==> src/rtl/core/btl_ram.sv <==
// Generic single-port-write, single-port-read RAM with a registered read.
module btl_ram #(
   parameter int WIDTH = 8,
   parameter int DEPTH = 256
) (
   input  logic                     clock,
   input  logic                     wr_en,
   input  logic [$clog2(DEPTH)-1:0] wr_addr,
   input  logic [WIDTH-1:0]         wr_data,
   input  logic                     rd_en,
   input  logic [$clog2(DEPTH)-1:0] rd_addr,
   output logic [WIDTH-1:0]         rd_data
);

   logic [WIDTH-1:0] mem_ff [DEPTH];
   logic [WIDTH-1:0] rd_data_ff;

   always_ff @(posedge clock) begin
      if (wr_en) begin
         mem_ff[wr_addr] <= wr_data;
      end
      if (rd_en) begin
         rd_data_ff <= mem_ff[rd_addr];
      end
   end

   assign rd_data = rd_data_ff;

endmodule

==> config.mk <==
export PLATFORM = sky130hd
export DESIGN_NAME = btl_ram
export DESIGN_NICKNAME = d
export VERILOG_FILES = /design/src/rtl/core/btl_ram.sv
export SDC_FILE = /design/constraint.sdc
export NUM_CORES = 2
export LEC_CHECK = 0
export ABC_AREA = 1
export BUFFER_PORTS_ARGS = -buffer_cell sky130_fd_sc_hd__buf_2
export CAP_MARGIN = 15
export CORE_MARGIN = 10
export CORE_UTILIZATION = 25
export DETAILED_ROUTE_END_ITERATION = 6
export PLACE_DENSITY_LB_ADDON = 0.15
export RECOVER_POWER = 50
export SLEW_MARGIN = 5
export SYNTH_ARGS = -nofsm -noshare
export SYNTH_HDL_FRONTEND = slang
export SYNTH_SLANG_ARGS = --single-unit
==> constraint.sdc <==
create_clock -name clock -period 2.2 [get_ports clock]
set_input_delay 0.33 -clock clock [delete_from_list [all_inputs] [get_ports clock]]
set_output_delay 0.33 -clock clock [all_outputs]
set_load 0.005 [all_outputs]
==> flow_summary.json <==
{
  "grt_pass1_vias": 56000,
  "clock_latency_ns": 0.90,
  "wl_per_cell_um": 23.8,
  "stdcell_count": 12100,
  "routed_wl_mm": 289,
  "synth_nets": 7030,
  "power_switching_w": 0.0203,
  "start_util_pct": 25.1,
  "required_ns": 2.86,
  "gp_congestion": 0.841,
  "finalClockSkew_ns": 0.0559,
  "period_share_pct": 97.9,
  "rows": 212,
  "layout.nets": 7599,
  "drcViolationCount": 0,
  "viasPerCell": 4.62,
  "cts_setup_buffers": 0,
  "cts_htree_levels": 4,
  "r2r_slack_ns": 0.05,
  "cts_buffer_depth": 4,
  "critPathLaunchType": "flip-flop",
  "yosysWarnings": 0,
  "layout_setup_ws_ns": 0.0454,
  "synth_seq_cells": 2056,
  "min_path_cells": 5,
  "finalSetupViolations": 0,
  "postSynthCellCount": 7003,
  "die_area_um2": 357000,
  "seqPwrFrac_pct": 49.8,
  "grt_overflow": 0,
  "path_class": "reg -> reg",
  "syn_area_per_cell_um2": 11.9,
  "cts_buffers": 228,
  "clock_sinks": 2056,
  "num_vias": 56100,
  "relSlewSlack_pct": -26.3,
  "grt_pass1_wl_mm": 415,
  "fmax_mhz": 464,
  "end_kind": "flip-flop",
  "r2r_cells": 11,
  "finalSetupTns_ns": 0,
  "powerDensity_nw_per_um2": 857,
  "p_sw_share_pct": 23.4,
  "die_y_um": 598,
  "worst_hold_path_type": "in -> reg",
  "vdd_drop_max_uv": 629,
  "first_iter_violations": 5189,
  "leakage_nw": 35.3,
  "violations": "capacitance limit, slew limit",
  "p_int_w": 0.0665,
  "coreArea_um2": 333000,
  "port_buffers": 34,
  "clkSlewWorstSetupHoldPaths_ns": 0.06,
  "drive_gt1_share_pct": 13.0,
  "layout_common_cells": "2,108 x nand2_1, 2,056 x edfxtp_1, 2,012 x nand3_1",
  "cts_tree": "yes",
  "die_x_um": 598,
  "min_period_ns": 2.15,
  "power_w": 0.0868,
  "cts_root_buf": "clkbuf_16",
  "drtPass1Iterations": 6,
  "p_comb_share_pct": 7.1,
  "outcome": "complete, but fails checks",
  "final_common_cell": "nand2_1",
  "hpwl_mm": 186,
  "grt_antenna_before_repair": 14,
  "synth_area_um2": 83500,
  "track_usage_pct": 15.7,
  "ios": 35,
  "tightest_slew_ns": 1.89,
  "grt_max_degree": 71,
  "max_cap_violations": 4,
  "rsz0062_at_grt": "no",
  "syn_to_final_growth_pct": 21.4,
  "dp_cells": 11700,
  "yosysSeqAreaShare_pct": 74.0,
  "drtAntennaViolNets": 0,
  "arrival_ns": 2.82,
  "place_ws_ns": -0.778,
  "pwr-share-clk_pct": 43.1,
  "crit_fanout": 1,
  "synth_cell_type_count": 13,
  "slew_viol_final": 173,
  "finalHoldViolations": 0
}
## synthesized netlist by cell type
cell	n	area, µm²
nand2_1	2123	7970
edfxtp_1	2056	61700
nand3_1	2019	10100
nor2_1	283	1060
buf_2	268	1340
clkbuf_1	112	420
buf_4	46	345
buf_1	40	150
inv_1	36	135
buf_6	16	180
inv_2	2	7.51
buf_8	1	15.0
inv_4	1	6.26
## flip-flops by register name, summed over array words and instances, names as in the netlist
register,cells
rd_data,8
mem_ff,2048
## power groups by stage
stage / Combinational [W] / Clock, W / Sequential (W)
global route: 0.00671 / 0.0399 / 0.0432
global placement: 0.00641 / 0 / 0.0441
CTS: 0.00642 / 0.0384 / 0.0432
detailed placement: 0.00639 / 0 / 0.0441
floorplan: 0.00266 / 0 / 0.0441
finish: 0.00618 / 0.0374 / 0.0432
## layer usage
metal  global-route usage (%)  up-vias  part of all wire, %
met3                     1.82      350                  4.4
met4                     4.33        2                  2.8
met5                        0        -               0.0045
met1                     21.9    28400                   46
met2                     25.6     1287                   47
li1                         -    26100                    -
## worst max-delay path, stage by stage, from the launching register on
cell	delay, ns
edfxtp_1	0.36
nand2_1	0.07
nand3_1	0.07
nand3_1	0.15
nand3_1	0.17
nand3_1	0.16
nand3_1	0.30
nand3_1	0.20
buf_4	0.13
nand2_1	0.17
nand2_1	0.11
nand2_1	0.05
## through the flow
stage               hold WS (ns)  util (%)  area (µm²)
CTS                        0.143      30.7      102000
detailed placement         0.748      28.6       95100
finish                     0.207      30.4      101000
floorplan                  0.429         -       83500
global route               0.189      30.4      101000
global placement           0.737      28.6       95100
## kinds of logic after synthesis
kind of cell | synth area share (%)
AND/OR/NAND/NOR | 22.9
flip-flops | 74.0
buffers and inverters | 3.12
## final timing paths
check | start | to
max | mem_ff[149][7] | rd_data[7]
min reg2reg | mem_ff[88][3] | rd_data[3]
max reg2reg | mem_ff[149][7] | rd_data[7]
min | rd_addr[6] | rd_data[2]
## what timing repair did
item	in CTS	in global routing
gates resized for setup	6	4
hold buffers	10	0
hold endpoints to repair	256	0
pin swaps	0	0
setup endpoints to repair	4	4
## layout make-up
type,instances,area [µm²]
fillers,33800,232000
clock buffers,273,5920
diodes,8,20.0
inverters,39,183
repair buffers,822,7530
multi-input cells,4425,19200
flip-flops and latches,2056,61700
well taps,4387,5490
clock inverters,139,1230
Note: power is estimated with default switching activity, not from simulation.
